### config.mk
export PLATFORM = sky130hd
export DESIGN_NAME = sorted_multiset_table_flat
export DESIGN_NICKNAME = d
export VERILOG_FILES = /design/src/rtl/smt_pkg.sv /design/src/rtl/smt_req_if.sv /design/src/rtl/smt_rsp_if.sv /design/src/rtl/smt_ram.sv /design/src/rtl/smt_ctrl.sv /design/src/rtl/smt_dp.sv /design/src/rtl/sorted_multiset_table.sv /design/src/flat_wrapper.sv
export SDC_FILE = /design/constraint.sdc
export NUM_CORES = 1
export LEC_CHECK = 0
export BUFFER_PORTS_ARGS = -buffer_cell sky130_fd_sc_hd__clkbuf_2
export CAP_MARGIN = 15
export CELL_PAD_IN_SITES_DETAIL_PLACEMENT = 0
export CELL_PAD_IN_SITES_GLOBAL_PLACEMENT = 1
export CORE_ASPECT_RATIO = 0.75
export CORE_MARGIN = 2
export CORE_UTILIZATION = 50
export DETAILED_ROUTE_END_ITERATION = 10
export PLACE_DENSITY_LB_ADDON = 0.1
export SKIP_CTS_REPAIR_TIMING = 1
export SLEW_MARGIN = 10
export SYNTH_ARGS = -nofsm -noshare
export SYNTH_HDL_FRONTEND = slang
export SYNTH_SLANG_ARGS = --single-unit
### constraint.sdc
create_clock -name i_clk -period 7.5 [get_ports i_clk]
set_clock_uncertainty 0.1 [all_clocks]
set_input_delay 0.375 -clock i_clk [delete_from_list [all_inputs] [get_ports i_clk]]
set_output_delay 0.375 -clock i_clk [all_outputs]
set_load 0.02 [all_outputs]
### src/rtl/smt_pkg.sv
// ----------------------------------------------------------------------------
// smt_pkg
// Shared constants, request and status codes, and the controller/datapath
// command and status structs of the sorted multiset table.
// ----------------------------------------------------------------------------
`default_nettype none

package smt_pkg;

    localparam int CAPACITY    = 16;
    localparam int COUNT_WIDTH = 16;
    localparam int VAL_W       = 32;
    localparam int REQ_W       = 2;
    localparam int STS_W       = 2;
    localparam int CNT_OUT_W   = 16;
    localparam int USED_OUT_W  = 5;
    localparam int IDX_W       = $clog2(CAPACITY);
    localparam int USED_W      = $clog2(CAPACITY + 1);
    localparam int ENT_W       = VAL_W + COUNT_WIDTH;

    // request codes
    localparam logic [REQ_W-1:0] REQ_INSERT = 2'd0;
    localparam logic [REQ_W-1:0] REQ_DELETE = 2'd1;
    localparam logic [REQ_W-1:0] REQ_RMMAX  = 2'd2;
    localparam logic [REQ_W-1:0] REQ_CLEAR  = 2'd3;

    // result status codes
    localparam logic [STS_W-1:0] ST_DONE      = 2'd0;
    localparam logic [STS_W-1:0] ST_EMPTY     = 2'd1;
    localparam logic [STS_W-1:0] ST_NOT_FOUND = 2'd2;
    localparam logic [STS_W-1:0] ST_FULL      = 2'd3;

    typedef struct packed {
        logic load;
        logic dispatch;
        logic max_fin;
        logic srch;
        logic decide;
        logic shift;
        logic out_load;
    } t_dp_cmd;

    typedef struct packed {
        logic go_search;
        logic go_max;
        logic srch_done;
        logic need_shift;
        logic shift_done;
        logic out_free;
    } t_dp_sts;

endpackage

`default_nettype wire

### src/rtl/smt_req_if.sv
// ----------------------------------------------------------------------------
// smt_req_if
// Request channel: valid/ready handshake with request type and value.
// ----------------------------------------------------------------------------
`default_nettype none

interface smt_req_if;
    logic                               valid;
    logic                               ready;
    logic        [smt_pkg::REQ_W-1:0]   req_type;
    logic signed [smt_pkg::VAL_W-1:0]   value;

    modport source(output valid, output req_type, output value, input ready);
    modport sink(input valid, input req_type, input value, output ready);
endinterface

`default_nettype wire

### src/rtl/smt_rsp_if.sv
// ----------------------------------------------------------------------------
// smt_rsp_if
// Response channel: valid/ready handshake with status, value, count, fill.
// ----------------------------------------------------------------------------
`default_nettype none

interface smt_rsp_if;
    logic                                   valid;
    logic                                   ready;
    logic        [smt_pkg::STS_W-1:0]       status;
    logic signed [smt_pkg::VAL_W-1:0]       result_value;
    logic        [smt_pkg::CNT_OUT_W-1:0]   value_count;
    logic        [smt_pkg::USED_OUT_W-1:0]  entries_used;

    modport source(output valid, output status, output result_value,
                   output value_count, output entries_used, input ready);
    modport sink(input valid, input status, input result_value,
                 input value_count, input entries_used, output ready);
endinterface

`default_nettype wire

### src/rtl/smt_ram.sv
// ----------------------------------------------------------------------------
// smt_ram
// Generic single-write, single-read RAM with registered read data.
// ----------------------------------------------------------------------------
`default_nettype none

module smt_ram #(
    parameter int WIDTH = 8,
    parameter int DEPTH = 16
) (
    input  wire logic                     i_clk,
    input  wire logic                     i_we,
    input  wire logic [$clog2(DEPTH)-1:0] i_waddr,
    input  wire logic [WIDTH-1:0]         i_wdata,
    input  wire logic [$clog2(DEPTH)-1:0] i_raddr,
    output      logic [WIDTH-1:0]         o_rdata
);

    logic [WIDTH-1:0] r_mem [DEPTH];
    logic [WIDTH-1:0] r_rdata;

    always_ff @(posedge i_clk) begin
        if (i_we) begin
            r_mem[i_waddr] <= i_wdata;
        end
        r_rdata <= r_mem[i_raddr];
    end

    assign o_rdata = r_rdata;

endmodule

`default_nettype wire

### src/rtl/smt_ctrl.sv
// ----------------------------------------------------------------------------
// smt_ctrl
// Request sequencer: dispatch, ordered search, decision, entry shift and
// result hand-off, driving the datapath by command bits.
// ----------------------------------------------------------------------------
`default_nettype none

module smt_ctrl (
    input  wire logic             i_clk,
    input  wire logic             i_rst_n,
    input  wire logic             i_in_valid,
    output      logic             o_in_ready,
    input  wire smt_pkg::t_dp_sts i_sts,
    output      smt_pkg::t_dp_cmd o_cmd
);

    localparam logic [2:0] S_IDLE  = 3'd0;
    localparam logic [2:0] S_DISP  = 3'd1;
    localparam logic [2:0] S_MAXD  = 3'd2;
    localparam logic [2:0] S_SRCH  = 3'd3;
    localparam logic [2:0] S_DEC   = 3'd4;
    localparam logic [2:0] S_SHIFT = 3'd5;
    localparam logic [2:0] S_FIN   = 3'd6;

    logic [2:0] r_state;
    logic [2:0] n_state;

    always_comb begin
        n_state    = r_state;
        o_cmd      = '0;
        o_in_ready = 1'b0;
        unique case (r_state)
            S_IDLE: begin
                o_in_ready = 1'b1;
                if (i_in_valid) begin
                    o_cmd.load = 1'b1;
                    n_state    = S_DISP;
                end
            end
            S_DISP: begin
                o_cmd.dispatch = 1'b1;
                priority if (i_sts.go_search) begin
                    n_state = S_SRCH;
                end else if (i_sts.go_max) begin
                    n_state = S_MAXD;
                end else begin
                    n_state = S_FIN;
                end
            end
            S_MAXD: begin
                o_cmd.max_fin = 1'b1;
                n_state       = S_FIN;
            end
            S_SRCH: begin
                o_cmd.srch = 1'b1;
                if (i_sts.srch_done) begin
                    n_state = S_DEC;
                end
            end
            S_DEC: begin
                o_cmd.decide = 1'b1;
                n_state      = i_sts.need_shift ? S_SHIFT : S_FIN;
            end
            S_SHIFT: begin
                o_cmd.shift = 1'b1;
                if (i_sts.shift_done) begin
                    n_state = S_FIN;
                end
            end
            S_FIN: begin
                if (i_sts.out_free) begin
                    o_cmd.out_load = 1'b1;
                    n_state        = S_IDLE;
                end
            end
            default: begin
                n_state = S_IDLE;
            end
        endcase
    end

    always_ff @(posedge i_clk) begin
        if (!i_rst_n) begin
            r_state <= S_IDLE;
        end else begin
            r_state <= n_state;
        end
    end

endmodule

`default_nettype wire

### src/rtl/smt_dp.sv
// ----------------------------------------------------------------------------
// smt_dp
// Datapath: entry memory, request registers, fill count, search and shift
// pointers, and the output register of the response channel.
// ----------------------------------------------------------------------------
`default_nettype none

module smt_dp (
    input  wire logic                                i_clk,
    input  wire logic                                i_rst_n,
    input  wire smt_pkg::t_dp_cmd                    i_cmd,
    output      smt_pkg::t_dp_sts                    o_sts,
    input  wire logic        [smt_pkg::REQ_W-1:0]    i_req_type,
    input  wire logic signed [smt_pkg::VAL_W-1:0]    i_value,
    output      logic                                o_out_valid,
    input  wire logic                                i_out_ready,
    output      logic        [smt_pkg::STS_W-1:0]    o_status,
    output      logic signed [smt_pkg::VAL_W-1:0]    o_result_value,
    output      logic        [smt_pkg::CNT_OUT_W-1:0] o_value_count,
    output      logic        [smt_pkg::USED_OUT_W-1:0] o_entries_used
);

    localparam int CW = smt_pkg::COUNT_WIDTH;
    localparam int VW = smt_pkg::VAL_W;
    localparam int UW = smt_pkg::USED_W;
    localparam int IW = smt_pkg::IDX_W;
    localparam int EW = smt_pkg::ENT_W;

    // request and table control
    logic        [smt_pkg::REQ_W-1:0] r_req, n_req;
    logic signed [VW-1:0]             r_val, n_val;
    logic        [UW-1:0]             r_used, n_used;
    // read pointer, data tag and remaining moves
    logic        [UW-1:0]             r_ra, n_ra;
    logic                             r_dv, n_dv;
    logic        [UW-1:0]             r_di, n_di;
    logic        [UW-1:0]             r_rem, n_rem;
    logic                             r_up, n_up;
    // search outcome
    logic        [UW-1:0]             r_pos, n_pos;
    logic                             r_found, n_found;
    logic        [CW-1:0]             r_cnt, n_cnt;
    // pending result
    logic        [smt_pkg::STS_W-1:0] r_st, n_st;
    logic signed [VW-1:0]             r_rv, n_rv;
    logic        [CW-1:0]             r_rc, n_rc;
    // output register
    logic                             r_ovalid, n_ovalid;
    logic        [smt_pkg::STS_W-1:0] r_ost, n_ost;
    logic signed [VW-1:0]             r_orv, n_orv;
    logic        [CW-1:0]             r_orc, n_orc;
    logic        [UW-1:0]             r_oused, n_oused;

    // memory ports
    logic          w_we;
    logic [IW-1:0] w_waddr;
    logic [EW-1:0] w_wdata;
    logic [IW-1:0] w_raddr;
    logic [EW-1:0] w_rdata;

    logic signed [VW-1:0] w_rd_val;
    logic        [CW-1:0] w_rd_cnt;
    logic                 w_used0;
    logic                 w_full;
    logic        [CW-1:0] w_cnt_inc;
    logic                 w_hit;
    logic                 w_exhaust;
    logic        [UW-1:0] w_used_m1;
    logic        [UW-1:0] w_sh_addr;

    smt_ram #(
        .WIDTH (EW),
        .DEPTH (smt_pkg::CAPACITY)
    ) u_ram (
        .i_clk   (i_clk),
        .i_we    (w_we),
        .i_waddr (w_waddr),
        .i_wdata (w_wdata),
        .i_raddr (w_raddr),
        .o_rdata (w_rdata)
    );

    assign w_rd_val  = w_rdata[EW-1 -: VW];
    assign w_rd_cnt  = w_rdata[CW-1:0];
    assign w_used0   = (r_used == '0);
    assign w_full    = (r_used == UW'(smt_pkg::CAPACITY));
    assign w_used_m1 = r_used - UW'(1);
    // saturating increment
    assign w_cnt_inc = (r_cnt == {CW{1'b1}}) ? r_cnt : r_cnt + CW'(1);
    // first entry not below the value ends the scan
    assign w_hit     = r_dv && (w_rd_val >= r_val);
    assign w_exhaust = !r_dv && (r_ra >= r_used);
    assign w_sh_addr = r_up ? (r_di - UW'(1)) : (r_di + UW'(1));
    assign w_raddr   = i_cmd.dispatch ? w_used_m1[IW-1:0] : r_ra[IW-1:0];

    always_comb begin
        o_sts.go_search  = (r_req == smt_pkg::REQ_INSERT) ||
                           ((r_req == smt_pkg::REQ_DELETE) && !w_used0);
        o_sts.go_max     = (r_req == smt_pkg::REQ_RMMAX) && !w_used0;
        o_sts.srch_done  = w_hit || w_exhaust;
        o_sts.need_shift = (r_req == smt_pkg::REQ_INSERT) ? (!r_found && !w_full)
                                                           : (r_found && !(r_cnt > CW'(1)));
        o_sts.shift_done = !r_dv && (r_rem == '0);
        o_sts.out_free   = !r_ovalid || i_out_ready;
    end

    always_comb begin
        n_req    = r_req;
        n_val    = r_val;
        n_used   = r_used;
        n_ra     = r_ra;
        n_dv     = r_dv;
        n_di     = r_di;
        n_rem    = r_rem;
        n_up     = r_up;
        n_pos    = r_pos;
        n_found  = r_found;
        n_cnt    = r_cnt;
        n_st     = r_st;
        n_rv     = r_rv;
        n_rc     = r_rc;
        n_ovalid = r_ovalid;
        n_ost    = r_ost;
        n_orv    = r_orv;
        n_orc    = r_orc;
        n_oused  = r_oused;
        w_we     = 1'b0;
        w_waddr  = '0;
        w_wdata  = '0;

        if (i_cmd.load) begin
            n_req = i_req_type;
            n_val = i_value;
        end

        if (i_cmd.dispatch) begin
            n_ra = '0;
            n_dv = 1'b0;
            if (!o_sts.go_search && !o_sts.go_max) begin
                n_rc = '0;
                n_rv = '0;
                if (r_req == smt_pkg::REQ_CLEAR) begin
                    n_st   = w_used0 ? smt_pkg::ST_EMPTY : smt_pkg::ST_DONE;
                    n_used = '0;
                end else begin
                    n_st = smt_pkg::ST_EMPTY;
                    if (r_req == smt_pkg::REQ_DELETE) begin
                        n_rv = r_val;
                    end
                end
            end
        end

        if (i_cmd.max_fin) begin
            n_st   = smt_pkg::ST_DONE;
            n_rv   = w_rd_val;
            n_rc   = '0;
            n_used = w_used_m1;
        end

        if (i_cmd.srch) begin
            priority if (w_hit) begin
                n_pos   = r_di;
                n_found = (w_rd_val == r_val);
                n_cnt   = w_rd_cnt;
                n_dv    = 1'b0;
            end else if (w_exhaust) begin
                n_pos   = r_ra;
                n_found = 1'b0;
            end else begin
                // one read in flight per cycle
                n_dv = (r_ra < r_used);
                n_di = r_ra;
                if (r_ra < r_used) begin
                    n_ra = r_ra + UW'(1);
                end
            end
        end

        if (i_cmd.decide) begin
            n_rv = r_val;
            n_dv = 1'b0;
            if (r_req == smt_pkg::REQ_INSERT) begin
                priority if (r_found) begin
                    w_we    = 1'b1;
                    w_waddr = r_pos[IW-1:0];
                    w_wdata = {r_val, w_cnt_inc};
                    n_st    = smt_pkg::ST_DONE;
                    n_rc    = w_cnt_inc;
                end else if (w_full) begin
                    n_st = smt_pkg::ST_FULL;
                    n_rc = '0;
                end else begin
                    n_st  = smt_pkg::ST_DONE;
                    n_rc  = CW'(1);
                    n_up  = 1'b0;
                    n_ra  = w_used_m1;
                    n_rem = r_used - r_pos;
                end
            end else begin
                priority if (!r_found) begin
                    n_st = smt_pkg::ST_NOT_FOUND;
                    n_rc = '0;
                end else if (r_cnt > CW'(1)) begin
                    w_we    = 1'b1;
                    w_waddr = r_pos[IW-1:0];
                    w_wdata = {r_val, r_cnt - CW'(1)};
                    n_st    = smt_pkg::ST_DONE;
                    n_rc    = r_cnt - CW'(1);
                end else begin
                    n_st  = smt_pkg::ST_DONE;
                    n_rc  = '0;
                    n_up  = 1'b1;
                    n_ra  = r_pos + UW'(1);
                    n_rem = w_used_m1 - r_pos;
                end
            end
        end

        if (i_cmd.shift) begin
            if (r_dv) begin
                w_we    = 1'b1;
                w_waddr = w_sh_addr[IW-1:0];
                w_wdata = w_rdata;
            end
            if (r_rem != '0) begin
                n_dv  = 1'b1;
                n_di  = r_ra;
                n_ra  = r_up ? (r_ra + UW'(1)) : (r_ra - UW'(1));
                n_rem = r_rem - UW'(1);
            end else begin
                n_dv = 1'b0;
            end
            if (o_sts.shift_done) begin
                if (r_up) begin
                    n_used = w_used_m1;
                end else begin
                    // gap is open, drop the new entry in
                    w_we    = 1'b1;
                    w_waddr = r_pos[IW-1:0];
                    w_wdata = {r_val, CW'(1)};
                    n_used  = r_used + UW'(1);
                end
            end
        end

        if (i_cmd.out_load) begin
            n_ovalid = 1'b1;
            n_ost    = r_st;
            n_orv    = r_rv;
            n_orc    = r_rc;
            n_oused  = r_used;
        end else if (i_out_ready) begin
            n_ovalid = 1'b0;
        end
    end

    always_ff @(posedge i_clk) begin
        if (!i_rst_n) begin
            r_used   <= '0;
            r_ovalid <= 1'b0;
            r_dv     <= 1'b0;
            r_rem    <= '0;
        end else begin
            r_used   <= n_used;
            r_ovalid <= n_ovalid;
            r_dv     <= n_dv;
            r_rem    <= n_rem;
        end
    end

    always_ff @(posedge i_clk) begin
        r_req   <= n_req;
        r_val   <= n_val;
        r_ra    <= n_ra;
        r_di    <= n_di;
        r_up    <= n_up;
        r_pos   <= n_pos;
        r_found <= n_found;
        r_cnt   <= n_cnt;
        r_st    <= n_st;
        r_rv    <= n_rv;
        r_rc    <= n_rc;
        r_ost   <= n_ost;
        r_orv   <= n_orv;
        r_orc   <= n_orc;
        r_oused <= n_oused;
    end

    assign o_out_valid    = r_ovalid;
    assign o_status       = r_ost;
    assign o_result_value = r_orv;
    assign o_value_count  = smt_pkg::CNT_OUT_W'(r_orc);
    assign o_entries_used = smt_pkg::USED_OUT_W'(r_oused);

endmodule

`default_nettype wire

### src/rtl/sorted_multiset_table.sv
// ----------------------------------------------------------------------------
// sorted_multiset_table
// Table of distinct signed values kept in ascending order, each with a
// saturating occurrence count; insert, delete, remove-max and clear.
// ----------------------------------------------------------------------------
// Usage:
//   i_req carries one request per transaction (req_type, value); o_rsp
//   returns exactly one result per request (status, result_value,
//   value_count, entries_used). Both use valid/ready.
//   One request is processed at a time. Clear, and delete or remove-max on
//   an empty table, finish at dispatch; remove-max reads the last entry;
//   insert and delete search from the head for the sorted position pos,
//   then shift the entries behind pos when an entry is added or removed;
//   most entries move for an insert at the head of a table one short of
//   full or a delete at the head of a full one. The entry memory has one
//   read and one write port, so search and shift each handle one entry
//   per cycle. A new request is taken the cycle after its result is placed
//   in the output register, even while that result is still held there.
//   Reset empties the table (entry storage itself is not cleared) and drops
//   any pending result. When the receiver stalls, the result holds on o_rsp
//   and the block finishes its next request, then waits in its final step.
// ----------------------------------------------------------------------------
`default_nettype none

module sorted_multiset_table (
    input  wire logic  i_clk,
    input  wire logic  i_rst_n,
    smt_req_if.sink    i_req,
    smt_rsp_if.source  o_rsp
);

    smt_pkg::t_dp_cmd w_cmd;
    smt_pkg::t_dp_sts w_sts;
    logic             w_in_ready;

    smt_ctrl u_ctrl (
        .i_clk      (i_clk),
        .i_rst_n    (i_rst_n),
        .i_in_valid (i_req.valid),
        .o_in_ready (w_in_ready),
        .i_sts      (w_sts),
        .o_cmd      (w_cmd)
    );

    smt_dp u_dp (
        .i_clk          (i_clk),
        .i_rst_n        (i_rst_n),
        .i_cmd          (w_cmd),
        .o_sts          (w_sts),
        .i_req_type     (i_req.req_type),
        .i_value        (i_req.value),
        .o_out_valid    (o_rsp.valid),
        .i_out_ready    (o_rsp.ready),
        .o_status       (o_rsp.status),
        .o_result_value (o_rsp.result_value),
        .o_value_count  (o_rsp.value_count),
        .o_entries_used (o_rsp.entries_used)
    );

    assign i_req.ready = w_in_ready;

`ifndef ASSERT_OFF
    // a result never follows its request in the very next cycle
    a_min_latency: assert property (@(posedge i_clk) disable iff (!i_rst_n)
        (i_req.valid && i_req.ready) |=> !w_cmd.out_load)
        else $error("result loaded one cycle after request");

    // the table never reports more entries than it holds
    a_fill_bound: assert property (@(posedge i_clk) disable iff (!i_rst_n)
        o_rsp.valid |-> (o_rsp.entries_used <= smt_pkg::USED_OUT_W'(smt_pkg::CAPACITY)))
        else $error("entries_used above capacity");

    // a dropped insert only happens on a full table and carries no count
    a_full_drop: assert property (@(posedge i_clk) disable iff (!i_rst_n)
        (o_rsp.valid && (o_rsp.status == smt_pkg::ST_FULL)) |->
        ((o_rsp.value_count == '0) &&
         (o_rsp.entries_used == smt_pkg::USED_OUT_W'(smt_pkg::CAPACITY))))
        else $error("full status with inconsistent fields");

    // no new request is taken while a result is being loaded
    a_busy_load: assert property (@(posedge i_clk) disable iff (!i_rst_n)
        w_cmd.out_load |-> !w_in_ready)
        else $error("request accepted during result load");
`endif

endmodule

`default_nettype wire
### src/flat_wrapper.sv
// flat-port wrapper written by rule: the top's interface ports become plain ports
module sorted_multiset_table_flat 
  (i_clk, i_rst_n, i_req_valid, i_req_req_type, i_req_value, i_req_ready, o_rsp_valid, o_rsp_status, o_rsp_result_value, o_rsp_value_count, o_rsp_entries_used, o_rsp_ready);
  smt_req_if i_req_i ();
  smt_rsp_if o_rsp_i ();
  input  wire logic i_clk;
  input  wire logic i_rst_n;
  input wire logic [$bits(i_req_i.valid)-1:0] i_req_valid;
  input wire logic [$bits(i_req_i.req_type)-1:0] i_req_req_type;
  input wire logic [$bits(i_req_i.value)-1:0] i_req_value;
  output wire logic [$bits(i_req_i.ready)-1:0] i_req_ready;
  output wire logic [$bits(o_rsp_i.valid)-1:0] o_rsp_valid;
  output wire logic [$bits(o_rsp_i.status)-1:0] o_rsp_status;
  output wire logic [$bits(o_rsp_i.result_value)-1:0] o_rsp_result_value;
  output wire logic [$bits(o_rsp_i.value_count)-1:0] o_rsp_value_count;
  output wire logic [$bits(o_rsp_i.entries_used)-1:0] o_rsp_entries_used;
  input wire logic [$bits(o_rsp_i.ready)-1:0] o_rsp_ready;
  assign i_req_i.valid = i_req_valid;
  assign i_req_i.req_type = i_req_req_type;
  assign i_req_i.value = i_req_value;
  assign i_req_ready = i_req_i.ready;
  assign o_rsp_valid = o_rsp_i.valid;
  assign o_rsp_status = o_rsp_i.status;
  assign o_rsp_result_value = o_rsp_i.result_value;
  assign o_rsp_value_count = o_rsp_i.value_count;
  assign o_rsp_entries_used = o_rsp_i.entries_used;
  assign o_rsp_i.ready = o_rsp_ready;
  sorted_multiset_table u_core (.i_clk(i_clk), .i_rst_n(i_rst_n), .i_req(i_req_i), .o_rsp(o_rsp_i));
endmodule
**Word level (Yosys, flattened, before mapping)**

Memory sizes are Yosys's and may differ from the RTL's. A register that Yosys moved wholly into a read port is not among the register bits.
Cells that the tools add are included.

- $add $sub $neg: 12
- Equal/unequal tests: 19
- Reduce and logical (&&, ||, !) cells: 34
- Muxes and demuxes: 128
- Order comparisons: 4

Operators by type and width:

| kind | number |
|---|---|
| $mux W48 | 9 |
| $mux W32 | 6 |
| $mux W5 | 36 |
| $mux W16 | 9 |
| $mux W4 | 11 |
| $mux W1 | 41 |
| $eq A32 B32 Y1 | 1 |
| $ge A32 B32 Y1 | 1 |
| $pmux W3 S7 | 1 |
| $mux W2 | 9 |
| $mux W3 | 6 |
| $add A16 B1 Y16 const B | 1 |
| $eq A16 B16 Y1 const B | 1 |
| $gt A16 B1 Y1 const B | 1 |
| $sub A16 B1 Y16 const B | 1 |
| $add A5 B1 Y5 const B | 3 |
| $sub A5 B1 Y5 const B | 3 |
| $ne A2 B2 Y1 const B | 7 |
| $logic_not A5 Y1 | 2 |
| $sub A5 B5 Y5 | 2 |
| $eq A3 B3 Y1 const B | 3 |
| $logic_and A1 B1 Y1 | 8 |
| $logic_not A1 Y1 | 8 |
| $eq A3 B2 Y1 const B | 2 |
| other kinds (17) | 25 |

- Memory bits (writable): 768
- Output and inout bits: 57
- Input port bits: 38
- Register bits after elaboration: 187
- Memories: 1

Memory list:

| name | words | width | read ports | clocked after Yosys merged registers in | write ports | RTL line | text |
|---|---|---|---|---|---|---|---|
| u_core.u_dp.u_ram.r_mem | 16 | 48 | 1 | 1 | 1 | smt_ram.sv:19 | `logic [WIDTH-1:0] r_mem [DEPTH];` |

**Longest topological paths before layout**

Gate-level depths: netlist of the first run.

- Depth in word-level cells: 13
- Mapped depth: 11

**Modules after synthesis**

From an unflattened synthesis of the first run, not the netlist that was laid out.

- Cell total of the unflattened synthesis: 2150
- Area total of the unflattened synthesis: 40045.9 sq um

Modules (own cells, without submodules):

| module | cells each | sequential area each (sq um) | area an instance (sq um) | instances |
|---|---|---|---|---|
| smt_ram | 1242 | 24023.0 | 29694.7 | 1 |
| smt_dp | 870 | 5305.1 | 10060.9 | 1 |
| smt_ctrl | 38 | 60.1 | 290.3 | 1 |

**Least setup slack after synthesis of the first run**

No wires, ideal clock.

- Path type: register to register
- Start point: register u_core.u_dp.r_cnt[9]
- End point: memory u_core.u_dp.u_ram.r_mem[0][0] (netlist bit) (enable)
- Cell stages (with the launch flop): 9
- Arrival time: 5.718 ns
- Required time: 6.887 ns
- Period minus slack after synthesis: 6.332 ns
- Slack: 1.168 ns
- Library setup time: 0.513 ns
- Cells stage by stage: edfxtp_1 -> buf_2 -> or4_4 -> or4_4 -> o311ai_4 -> o21ai_2 -> a22o_1 -> or2_4 -> nor3_1

- Longest elaborated chain between the ends: 11

RTL lines:

| element | RTL line | text |
|---|---|---|
| start: declaration | smt_dp.sv:42 | `logic [CW-1:0] r_cnt, n_cnt;` |
| start signal: assignment | smt_dp.sv:280 | `r_cnt <= n_cnt;` |
| $gt A16 B1 Y1 (*) | smt_dp.sv:204 | `end else if (r_cnt > CW'(1)) begin` |
| $mux W1 | smt_dp.sv:204 |  |
| $mux W1 | smt_dp.sv:201 | `priority if (!r_found) begin` |
| $mux W1 | smt_dp.sv:183 | `if (r_req == smt_pkg::REQ_INSERT) begin` |
| $mux W1 | smt_dp.sv:180 | `if (i_cmd.decide) begin` |
| $mux W1 | smt_dp.sv:221 | `if (r_dv) begin` |
| $mux W1 | smt_dp.sv:235 | `if (r_up) begin` |
| $mux W1 | smt_dp.sv:234 | `if (o_sts.shift_done) begin` |
| $mux W1 | smt_dp.sv:220 | `if (i_cmd.shift) begin` |
| $mux W1 | smt_ram.sv:23 | `if (i_we) begin` |
| $mux W1 (implied by the code) | smt_ram.sv:24 | `r_mem[i_waddr] <= i_wdata;` |
| end: declaration | smt_ram.sv:19 |  |

Mark *: on every way between the ends. The rest lies on a longest branch, timed or not.

**Worst setup path in the final report of the first run**

- Start point: register u_core.u_dp.r_rem[0]
- End point: memory u_core.u_dp.u_ram.r_mem[15][45] (netlist bit) (enable)

- Longest elaborated chain between the ends: 6

RTL lines:

| element | RTL line | text |
|---|---|---|
| start: declaration | smt_dp.sv:37 | `logic [UW-1:0] r_rem, n_rem;` |
| start signal: assignment | smt_dp.sv:268 | `r_rem <= n_rem;` |
| $logic_not A5 Y1 (*) | smt_dp.sv:103 | `o_sts.shift_done = !r_dv && (r_rem == '0);` |
| $logic_and A1 B1 Y1 (*) | smt_dp.sv:103 |  |
| $mux W1 | smt_dp.sv:234 |  |
| $mux W1 | smt_dp.sv:220 |  |
| $mux W1 | smt_ram.sv:23 |  |
| $mux W1 (implied by the code) | smt_ram.sv:24 |  |

Marked as above.

==> flow_results.org, run 1 <==
** Timing
- The max-slew violation total from the final report came to 0.
- Shortest period the worst path allows :: 5.28 ns
- Final hold violations :: 0
- Setup violations remaining at the end of the flow were counted as 0.
- Relative slew slack :: 27.5%
- Final cycle utilization of the critical path :: 70.4%
- After routing, the total negative slack on setup checks comes to 0 ns.
- Setup repair after global routing left no endpoint under its margin.
- Worst hold slack across all endpoints :: 0.0810 ns
- Max frequency :: 189 MHz
- Actual slew at the worst max-slew pin :: 1.08 ns

** Final layout
- Area growth from synthesis to layout :: 13.5%
- Antenna diodes :: 0
- Fillers :: 6,312
- Number of nets in the layout :: 2,793
- Summed area of non-filler cells in the final layout :: 47,500 um^2
- Ratio of cells with drive above 1 in the final layout :: 12.4%

** Synth
- Ranked by instance count, the synthesized netlist is headed by edfxtp_1, mux2i_1, dfxtp_1, nor2_1, a22o_1.
- Dividing the synthesized area by the synthesized cell count gives 16.4 um^2.
- The synthesized design spends more area on one cell type than any other, namely edfxtp_1.
- Register area share after synthesis :: 70.3%
- Among all flip-flop cells after synthesis, the most frequent one is edfxtp_1.
- Yosys printed 0 warnings.
- After synthesis the cells add up to 41,800 um^2.
- Unique cell type count in the Yosys netlist :: 72
- The cell count after synthesis came out at 2,546.
- When the netlist entered floorplanning its net count stood at 2,643.
- Cell with the most instances after synthesis :: edfxtp_1
- Largest cells by area after synthesis :: edfxtp_1, mux2i_1, dfxtp_1, ha_1, a22o_1
- Proportion of netlist area held by the largest area contributor :: 66.8%
- Synthesis inferred 1,003 register bits.
- Counting flops with a built-in enable in the synthesized netlist gives 930.
- For this run, asynchronously set or reset flops after synthesis account for 0%.

** Routing
- Antenna viol nets, final :: 0
- Across all layers, the routed design uses 22,400 vias.
- TritonRoute pass-1 iters :: 5
- Mean routed wirelength per cell :: 25.8 um
- For this block, the initial DRC count from the detailed router was 2,296.
- Summed over all layers, the routed wires come to 101,000 um.
- Using the TritonRoute via totals, the vias-per-cell ratio works out to 5.76.
- In the routed design, unresolved DRC markers number 0.

** Clock tree
- Clock tree from TritonCTS :: done
- Clock transition at the register clock pins on the worst setup and hold paths after CTS :: 0.06 ns
- Clk Tree Root Cell :: clkbuf_16
- Number of H-tree levels :: 3
- For this design, the sink count on the clock tree is 1,003.
- Clock Tree Buf Depth :: 3
- Counting the buffers created by CTS gives 96.
- Clock latency of the later-clocked register in the worst-skew pair :: 0.66 ns

** Setup path
- STA classifies the critical path startpoint as a flip-flop.
- Critical Path Fanout Max :: 32
- The worst setup path is captured at a flip-flop.
- Arrival time of data at the critical path endpoint :: 5.46 ns
- Data required time at the worst endpoint :: 7.68 ns
- Critical Setup Path Class :: flip-flop to flip-flop

** Power
- Sequential share of power :: 41.8%
- Power density cells :: 368 nW/um^2
- In this run, the combinational gates consume 29.9% of the power.
- The internal power of the cells totals 0.0119 W.
- Of the total power, the clock network draws 28.4%.
- The worst-case IR drop observed on VDD is 270 uV.
- Static leakage power :: 17.6 nW
- Summed over all nets, the switching power comes to 0.00559 W.
- Net switching is 32.0% of the power.

** Floorplanning
- Initial Util :: 50.6%
- In this run the standard cell core region covers 82,500 um^2.
- Overall die area :: 86,000 um^2
- In this run the horizontal extent of the chip is 338 um.
- Ports :: 95
- Row generation in the floorplan step produced 91 rows.
- Height of the chip :: 254 um

** GRT
- Number of global-route vias before repair :: 21,900
- For this run the aggregate overflow at the end of global routing stands at 0.
- Number of antenna violations at the first check in global routing :: 4
- Maximum number of pins on one net before global-route repair :: 137
- In the global route stage, overall resource usage came out at 23.3%.
- Wire length of the first global-routing pass :: 146,000 um

** Place
- Area after DPL :: 43,800 um^2
- HPWL reported at the end of detailed placement :: 61,400 um
- IO Port Bufs :: 94
- Final weighted congestion in routability-driven placement :: 0.857

** Job
- Across the run, the number of max-cap violations was 0.

** Worst hold path
- In this run the worst hold path is classified as input pin to flip-flop.

** Status
- The flow ran to the end, and the final reports show no timing, DRC or antenna violations.
## power groups by stage
stage | clock (W) | sequential (W) | combinational (W)
floorplan | 0 | 0.00721 | 0.00371
global placement | 0 | 0.00738 | 0.00513
detailed placement | 0 | 0.00739 | 0.00518
CTS | 0.00505 | 0.00727 | 0.00521
global route | 0.00527 | 0.00733 | 0.00560
finish | 0.00495 | 0.00729 | 0.00522
## kinds of logic after synthesis
group / Yosys count / share of synthesized area (%)
fa+ha+maj: 59 / 1.82
mux: 730 / 17.5
compound gates: 268 / 4.68
buf+inv: 188 / 1.87
flops: 1003 / 70.3
xor+xnor: 32 / 0.670
simple gates: 266 / 3.16
## sequential cells by signal, indices dropped and copies added, names as in the netlist, 16 cells and up
| register | count |
|---|---|
| u_core.u_dp.u_ram.r_mem | 768 |
| u_core.u_dp.u_ram.o_rdata | 48 |
| u_core.u_dp.o_result_value | 32 |
| u_core.u_dp.r_rv | 32 |
| u_core.u_dp.r_val | 32 |
| u_core.u_dp.o_value_count | 16 |
| u_core.u_dp.r_cnt | 16 |
| u_core.u_dp.r_rc | 16 |
## metrics by stage
stage,setup slack [ns],util (%),total power (W),std cells
final,2.22,57.5,0.0175,3895
after detailed placement,2.17,53.1,0.0126,3678
after global placement,2.11,53.0,0.0125,3675
after global routing,2.03,57.5,0.0182,3895
after CTS,2.13,57.0,0.0175,3859
after floorplan,1.17,-,0.0109,2546
## critical path, cell delays in order, from the launching register on
cell and delay (ns):
dfxtp_1 0.35, inv_1 0.09, ha_1 0.20, or3b_2 0.50, or3_1 0.36, or2_2 0.34
o21ai_4 0.42, buf_4 0.50, a22o_1 0.30, nand2_1 0.26, nor2_4 0.75, buf_4 0.71
## layout make-up
type / count / area (um^2) / share of cell area, %
clock buffer: 121 / 2610 / 5.50
clock inverter: 60 / 648 / 1.37
inverter: 57 / 214 / 0.451
multi-input combinational: 1355 / 11800 / 24.9
sequential: 1003 / 29400 / 61.9
tap: 1116 / 1400 / 2.94
timing repair buffer: 183 / 1360 / 2.87
## worst paths after layout
check,from,end,slack [ns],cells past startpoint
setup / recovery,u_core.u_dp.r_rem[0]$_SDFF_PN0_,u_core.u_dp.u_ram.r_mem[15][45]$_DFFE_PP_,2.22,11
hold / removal,o_rsp_ready,u_core.u_dp.o_out_valid$_SDFFE_PN0P_,0.08,4
setup reg to reg,u_core.u_dp.r_rem[0]$_SDFF_PN0_,u_core.u_dp.u_ram.r_mem[15][45]$_DFFE_PP_,2.22,11
hold reg to reg,u_core.u_dp.r_rc[15]$_SDFFCE_PN0P_,u_core.u_dp.o_value_count[15]$_DFFE_PP_,0.32,0
## placed cells by master (no fill, tap or decap), drive strengths merged, types with 39 or more instances in the layout
cell type  count
nand2         58
clkinv        39
a21oi         53
ha            56
nor2          71
a22o          68
clkbuf       215
edfxtp       930
buf           54
mux2i        725
dfxtp         73
inv           60
## routing by layer
metal | vias up | wire length (um) | share of wire (%) | GRT usage (%)
li1 | 10200 | - | - | -
met1 | 11400 | 48900 | 49 | 36.6
met2 | 693 | 42600 | 42 | 33.3
met3 | 117 | 7220 | 7.2 | 4.87
met4 | 0 | 1840 | 1.8 | 5.45
met5 | - | 0 | 0 | 0
Power figures use the tool's default switching activity.
==> inputs of run 2 (changes only) <==
--- a/config.mk
+++ b/config.mk
@@ -11,7 +11,7 @@
 export CELL_PAD_IN_SITES_GLOBAL_PLACEMENT = 1
 export CORE_ASPECT_RATIO = 0.75
 export CORE_MARGIN = 2
-export CORE_UTILIZATION = 50
+export CORE_UTILIZATION = 49
 export DETAILED_ROUTE_END_ITERATION = 10
 export PLACE_DENSITY_LB_ADDON = 0.1
 export SKIP_CTS_REPAIR_TIMING = 1
==> constraint.sdc (replaced) <==
create_clock -name i_clk -period 4.47 [get_ports i_clk]
set_clock_uncertainty 0.1 [all_clocks]
set_input_delay 0.2235 -clock i_clk [delete_from_list [all_inputs] [get_ports i_clk]]
set_output_delay 0.2235 -clock i_clk [all_outputs]
set_load 0.02 [all_outputs]
==> flow_results.org, run 2 (same netlist as run 1, synthesis figures left out) <==
** Final layout
- The count of filler cells inserted in the layout is 6,556 (was 6,312).
- The synthesis-to-finish area growth was 13.7% (was 13.5%).
- The number of non-filler instances in the completed layout came to 3,927 (was 3,895).
- The top register by number of flip-flops is u_core.u_dp.u_ram.r_mem (unchanged).
- Flip-flop count of the largest register, all copies and words added :: 768 (unchanged)
- Most frequent standard cell in the layout excluding fill and tap cells :: edfxtp_1 (unchanged)
- Number of nets in the layout :: 2,819 (was 2,793)
- The layout cell share with drive strength beyond 1 is 13.0% (was 12.4%).
- Most frequent cells in the layout :: edfxtp_1, mux2i_1, clkbuf_16, clkbuf_2, dfxtp_1 (unchanged)
- Antenna diodes :: 0 (unchanged)

** Worst hold path
- The number of cells on the worst hold path came to 2 (was 4).
- The path class of the lowest-slack min-delay path is input pin to flip-flop (unchanged).

** Setup path
- The launching point of the worst reg2reg path is u_core.u_dp.r_val[23]$_DFFE_PP_ (was u_core.u_dp.r_rem[0]$_SDFF_PN0_).
- The data required time at the worst endpoint is 4.90 ns (was 7.68 ns).
- Type of element launching the critical path :: flip-flop (unchanged)
- The number of cells on the worst reg-to-reg path was 9 (was 11).
- Critical Path Sink Type :: flip-flop (unchanged)
- Endpoint of the most critical setup path :: u_core.u_dp.r_di[0]$_DFF_P_ (was u_core.u_dp.u_ram.r_mem[15][45]$_DFFE_PP_)
- Startpoint of the worst setup timing path :: u_core.u_dp.r_val[23]$_DFFE_PP_ (was u_core.u_dp.r_rem[0]$_SDFF_PN0_)
- R2R setup slack :: 0.26 ns (was 2.22 ns)
- The capturing point of the worst reg2reg path is u_core.u_dp.r_di[0]$_DFF_P_ (was u_core.u_dp.u_ram.r_mem[15][45]$_DFFE_PP_).
- The data arrival time at the worst-slack endpoint came to 4.64 ns (was 5.46 ns).
- The largest fanout of any net on the critical path came to 13 (was 32).
- The critical path class was flip-flop to flip-flop (unchanged).

** Clock tree
- The total clock buffers created by CTS came to 96 (unchanged).
- Clock latency of the later-clocked register in the worst-skew pair :: 0.66 ns (about the same)
- Clk Tree Root Cell :: clkbuf_16 (unchanged)
- TritonCTS Sinks :: 1,003 (unchanged)
- Clock transition at the register clock pins on the worst setup and hold paths after CTS :: 0.07 ns (was 0.06 ns)
- Clock tree from TritonCTS :: done (unchanged)
- Clock Tree Buf Depth :: 3 (unchanged)
- Number of H-tree levels :: 3 (unchanged)

** Timing
- The time the worst path needs with I/O delays and setup came to 4.21 ns (was 5.28 ns).
- Final hold violations :: 0 (unchanged)
- The number of failing setup endpoints in the final timing report is 0 (unchanged).
- Max frequency :: 238 MHz (was 189 MHz)
- Actual slew at the worst max-slew pin :: 1.16 ns (was 1.08 ns)
- Pins Over Slew Limit :: 0 (unchanged)
- Final cycle utilization of the critical path :: 94.2% (was 70.4%)
- Setup repair after global routing missed its margin: false (unchanged).
- Relative slew slack :: 21.8% (was 27.5%)

** Status
- Run status: completed (unchanged).

** Routing
- The post-route antenna net violation count is 0 (unchanged).
- The post-detailed-route wirelength per cell came to 25.8 um (about the same).
- The number of iterations in the first detailed-routing pass was 5 (unchanged).
- The starting DRC count in detailed routing came to 1,987 (was 2,296).
- Remaining DRCs :: 0 (unchanged)
- The number of vias in the routed layout is 22,700 (was 22,400).
- Via density :: 5.77 (was 5.76)
- The detailed-route wire length is 101,000 um (about the same).

** Place
- The placed wire-length estimate after detailed placement came to 60,000 um (was 61,400 um).
- Number of cells after detailed placement :: 3,716 (was 3,678)
- Final weighted congestion in routability-driven placement :: 0.876 (was 0.857)
- The number of buffers inserted by port buffering was 94 (unchanged).

** Power
- The sequential share of power is 42.4% (was 41.8%).
- The sum of internal, switching and leakage power is 0.0289 W (was 0.0175 W).
- The maximum VDD drop is 560 uV (was 270 uV).
- Sw Share :: 32.5% (was 32.0%)
- Internal power :: 0.0195 W (was 0.0119 W)
- The reported net switching power is 0.00939 W (was 0.00559 W).
- The clock network power share was 26.8% (was 28.4%).
- The standby leakage power was 17.6 nW (about the same).
- Gate power share :: 30.8% (was 29.9%)
- The total power per unit cell area was 607 nW/um^2 (was 368 nW/um^2).

** GRT
- Wire length of the first global-routing pass :: 150,000 um (was 146,000 um)
- The number of antenna violations at the first check in global routing came to 2 (was 4).
- The maximum number of pins on one net before global-route repair was 79 (was 137).
- The sum of overflow across all layers after global routing is 0 (unchanged).
- The number of global-route vias before repair came to 22,400 (was 21,900).
- Overall global routing resource usage :: 23.0% (was 23.3%)

** Floorplanning
- Overall die area :: 87,700 um^2 (was 86,000 um^2)
- Height of the chip :: 257 um (was 254 um)
- Initial Util :: 49.6% (was 50.6%)
- Ports :: 95 (unchanged)
- The placeable core area came to 84,300 um^2 (was 82,500 um^2).
- Die Wd :: 341 um (was 338 um)
- The count of standard-cell rows came to 92 (was 91).

** Job
- MaxCap Viol Count :: 0 (unchanged)
## run 2: cell types whose count changed in the layout (fill, tap and decap cells not counted), sizes merged
| cell | delta |
|---|---|
| clkbuf | +9 |
| clkinvlp | -2 |
| inv | -2 |
| buf | +25 |
| clkinv | -1 |
| dlygate4sd3 | +1 |
| bufinv | -10 |
## run 2: final cells by class
cell class | instances | area, um^2 | share of cell area [%]
Inverter | 57 | 214 | 0.450
Timing Repair Buffer | 209 | 1690 | 3.55
Sequential cell | 1003 | 29400 | 61.8
Multi-Input combinational cell | 1355 | 11900 | 24.9
Tap cell | 1128 | 1410 | 2.97
Clock inverter | 45 | 308 | 0.648
Clock buffer | 130 | 2670 | 5.62
## run 2: per-layer routing
layer  share of wire [%]  global-route usage, %  vias up
li1                    -                      -    10300
met1                  49                   35.6    11600
met2                  44                   34.3      603
met3                 4.9                   3.30      132
met4                 2.0                   5.47        0
met5                   0                      0        -
## run 2: worst min path at each step
stage / startpoint / endpoint / slack [ns]
6_report: i_req_value[8] / u_core.u_dp.r_val[8]$_DFFE_PP_ / 0.19
4_1_cts: i_req_value[13] / u_core.u_dp.r_val[13]$_DFFE_PP_ / -0.40
3_5_place_dp: i_req_value[10] / u_core.u_dp.r_val[10]$_DFFE_PP_ / 0.30
2_1_floorplan: i_req_req_type[0] / u_core.u_dp.r_req[0]$_DFFE_PP_ / 0.22
3_3_place_gp: i_req_value[11] / u_core.u_dp.r_val[11]$_DFFE_PP_ / 0.30
5_1_grt: i_req_value[14] / u_core.u_dp.r_val[14]$_DFFE_PP_ / 0.16
## run 2: power groups by stage
| stage | Sequential [W] | Combinational, W | Clock [W] |
|---|---|---|---|
| 2_1_floorplan | 0.0121 | 0.00623 | 0 |
| 3_3_place_gp | 0.0124 | 0.00874 | 0 |
| 3_5_place_dp | 0.0124 | 0.00886 | 0 |
| 4_1_cts | 0.0122 | 0.00889 | 0.00792 |
| 5_1_grt | 0.0123 | 0.00957 | 0.00829 |
| 6_report | 0.0122 | 0.00888 | 0.00774 |
## run 2: metrics by stage
stage / utilization [%] / setup slack [ns] / area, um^2 / hold WS [ns] / TNS [ns]
2_1_floorplan: - / -0.515 / 41900 / 0.222 / -86.34
3_3_place_gp: 52.4 / 0.412 / 44200 / 0.301 / 0
3_5_place_dp: 52.4 / 0.348 / 44200 / 0.302 / 0
4_1_cts: 56.0 / 0.320 / 47200 / -0.402 / 0
5_1_grt: 56.4 / 0.0697 / 47500 / 0.159 / 0
6_report: 56.4 / 0.261 / 47500 / 0.189 / 0
## run 2: critical path, cell delays in order (launching register included)
cell      delay, ns
edfxtp_1       0.42
inv_1          0.06
ha_1           0.30
nand3_1        0.28
nor4_1         1.03
a22oi_1        0.18
a211o_1        0.49
a31o_2         0.36
a21oi_1        0.45
mux2_2         0.40
==> inputs of run 3 (changes only) <==
--- a/config.mk
+++ b/config.mk
@@ -5,7 +5,6 @@
 export SDC_FILE = /design/constraint.sdc
 export NUM_CORES = 1
 export LEC_CHECK = 0
-export BUFFER_PORTS_ARGS = -buffer_cell sky130_fd_sc_hd__clkbuf_2
 export CAP_MARGIN = 15
 export CELL_PAD_IN_SITES_DETAIL_PLACEMENT = 0
 export CELL_PAD_IN_SITES_GLOBAL_PLACEMENT = 1
@@ -13,7 +12,9 @@
 export CORE_MARGIN = 2
 export CORE_UTILIZATION = 49
 export DETAILED_ROUTE_END_ITERATION = 10
+export DONT_BUFFER_PORTS = 1
 export PLACE_DENSITY_LB_ADDON = 0.1
+export REMOVE_ABC_BUFFERS = 1
 export SKIP_CTS_REPAIR_TIMING = 1
 export SLEW_MARGIN = 10
 export SYNTH_ARGS = -nofsm -noshare
==> flow_results.org, run 3 (same netlist as run 1, synthesis figures left out) <==
** GRT
- GR met3 Demand/Resource :: 3.77% (was 3.30%)
- The most crowded layer after global routing is met1 (unchanged).
- The met2 layer usage reported by global route was 33.4% (was 34.3%).
- The maximum number of pins on one net before global-route repair is 70 (was 79).
- Wire length of the first global-routing pass :: 150,000 um (about the same)
- Sum of overflow across all layers after global routing :: 0 (unchanged)
- The global-route total usage across every layer came to 23.2% (was 23.0%).
- The met1 usage in global routing was 37.0% (was 35.6%).
- The number of global-route vias before repair is 22,100 (was 22,400).
- The number of antenna violations at the first check in global routing came to 2 (unchanged).

** Routing
- Vias :: 22,600 (was 22,700)
- First DRT Iteration DRCs :: 1,889 (was 1,987)
- The number of iterations in the first detailed-routing pass is 7 (was 5).
- Routed WL :: 102,000 um (was 101,000 um)
- Antenna viol nets, final :: 0 (unchanged)
- Mean routed wirelength per cell :: 26.6 um (was 25.8 um)
- Via density :: 5.89 (was 5.77)
- The total DRC errors in the routed layout was 0 (unchanged).

** Clock tree
- The TritonCTS clock tree is done (unchanged).
- Total CTS buffers :: 96 (unchanged)
- Clock transition at the register clock pins on the worst setup and hold paths after CTS :: 0.06 ns (was 0.07 ns)
- Clock latency of the later-clocked register in the worst-skew pair :: 0.66 ns (about the same)
- The level count of the clock H-tree was 3 (unchanged).
- The master cell of the clock root buffer is clkbuf_16 (unchanged).
- Clock Tree Buf Depth :: 3 (unchanged)
- TritonCTS Sinks :: 1,003 (unchanged)

** Final layout
- Cell Count, Final, Fillers Out :: 3,844 (was 3,927)
- Most frequent cells in the layout :: edfxtp_1, mux2i_1, clkbuf_16, dfxtp_1, a22o_1 (was edfxtp_1, mux2i_1, clkbuf_16, clkbuf_2, dfxtp_1)
- Most flop-heavy register :: u_core.u_dp.u_ram.r_mem (unchanged)
- The count of filler cells inserted in the layout was 6,546 (was 6,556).
- The synthesis-to-finish area growth was 13.3% (was 13.7%).
- Number of nets in the layout :: 2,731 (was 2,819)
- The flip-flop count of the largest register after layout is 768 (unchanged).
- The area used by sequential logic in the layout is 29,400 um^2 (unchanged).
- Most frequent standard cell in the layout excluding fill and tap cells :: edfxtp_1 (unchanged)
- The antenna diode instance count was 0 (unchanged).
- Ratio of cells with drive above 1 in the final layout :: 10.5% (was 13.0%)
- Multi-input combinational cell area :: 11,800 um^2 (was 11,900 um^2)

** Timing
- Final cycle utilization of the critical path :: 93.8% (was 94.2%)
- The slew at the pin closest to its max-slew limit was 1.03 ns (was 1.16 ns).
- The number of failing setup endpoints in the final timing report was 0 (unchanged).
- The max-slew violation total from the final report was 0 (unchanged).
- The total count of hold-check failures in the final report is 0 (unchanged).
- Max frequency :: 238 MHz (about the same)
- The relative slew slack is 31.2% (was 21.8%).
- The time the worst path needs with I/O delays and setup was 4.19 ns (was 4.21 ns).
- The post-route worst hold slack was 0.0846 ns (was 0.189 ns).
- Setup repair after global routing missed its margin: false (unchanged).

** Job
- The max capacitance violation total came to 0 (unchanged).

** Power
- The sum of internal, switching and leakage power is 0.0295 W (was 0.0289 W).
- Static leakage power :: 17.4 nW (was 17.6 nW)
- Power density cells :: 623 nW/um^2 (was 607 nW/um^2)
- Maximum vdd ir drop :: 408 uV (was 560 uV)

** Setup path
- The critical path class is flip-flop to flip-flop (unchanged).
- The largest fanout of any net on the critical path is 31 (was 13).
- The number of cells on the worst reg-to-reg path was 10 (was 9).
- The nature of the critical path startpoint is a flip-flop (unchanged).
- The data required time at the worst endpoint came to 4.69 ns (was 4.90 ns).
- The data arrival time at the worst-slack endpoint came to 4.42 ns (was 4.64 ns).
- Critical Path Sink Type :: flip-flop (unchanged)

** Place
- IO Port Bufs :: 0 (was 94)
- HPWL reported at the end of detailed placement :: 60,800 um (was 60,000 um)
- Final weighted congestion in routability-driven placement :: 0.862 (was 0.876)
- Number of cells after detailed placement :: 3,626 (was 3,716)

** Floorplanning
- The placeable core area was 84,300 um^2 (unchanged).
- The count of standard-cell rows came to 92 (unchanged).
- The die outline width is 341 um (unchanged).
- The initial standard-cell utilization of the core came to 49.6% (unchanged).
- The number of primary I/O pins came to 95 (unchanged).
- The vertical die dimension is 257 um (unchanged).
- The area enclosed by the die boundary is 87,700 um^2 (unchanged).

** Status
- Run status: completed (unchanged).

** Worst hold path
- The path class of the lowest-slack min-delay path is input pin to flip-flop (unchanged).
- The number of cells on the worst hold path is 1 (was 2).
## run 3: cell types whose count changed in the layout (fill, tap and decap cells not counted), sizes merged
| cell | delta |
|---|---|
| inv | +2 |
| bufinv | +7 |
| buf | +5 |
| clkbuf | -95 |
| clkinvlp | -3 |
| dlygate4sd3 | +1 |
## run 3: stage by stage
stage	setup TNS (ns)	worst slack (ns)	util, %	instance area (um^2)
5_1_grt	0	0.0853	56.2	47400
3_5_place_dp	0	0.356	51.9	43800
4_1_cts	0	0.313	55.7	47000
2_1_floorplan	-2197.04	-25.51	-	41200
6_report	0	0.276	56.2	47400
3_3_place_gp	0	0.411	51.9	43800
## run 3: cell type report
| cell class | count | share of cell area [%] |
|---|---|---|
| clock buffers | 129 | 5.63 |
| clock inverters | 51 | 1.10 |
| inverters | 57 | 0.452 |
| multi-input cells | 1355 | 25.0 |
| flip-flops and latches | 1003 | 62.1 |
| well taps | 1128 | 2.98 |
| repair buffers | 121 | 2.77 |
## run 3: final timing paths
| check | slack [ns] | end | startpoint |
|---|---|---|---|
| max reg2reg | 0.28 | u_core.u_dp.u_ram.r_mem[12][30]$_DFFE_PP_ | u_core.u_dp.r_rem[0]$_SDFF_PN0_ |
| min reg2reg | 0.32 | u_core.u_dp.o_result_value[5]$_DFFE_PP_ | u_core.u_dp.r_rv[5]$_DFFE_PP_ |
| max | 0.28 | u_core.u_dp.u_ram.r_mem[12][30]$_DFFE_PP_ | u_core.u_dp.r_rem[0]$_SDFF_PN0_ |
| min | 0.08 | u_core.u_dp.r_val[10]$_DFFE_PP_ | i_req_value[10] |
## run 3: metal layers
layer | up-vias | part of all wire, %
li1 | 10100 | -
met1 | 11700 | 50
met2 | 694 | 43
met3 | 121 | 6.2
met4 | 2 | 1.5
met5 | - | 0.013
## run 3: where the power goes
group	leakage (nW)	switching, W	internal [W]
registers	9.07	0.000724	0.0116
clock network	1.59	0.00347	0.00472
logic	6.70	0.00541	0.00360
## run 3: critical path: stages (launching register included)
cell	delay, ns
dfxtp_1	0.36
inv_1	0.10
ha_1	0.19
or3b_2	0.50
or3_1	0.38
or2_2	0.35
o21ai_4	0.29
a22o_1	0.26
nand2_1	0.26
nor2_4	0.69
buf_12	0.35
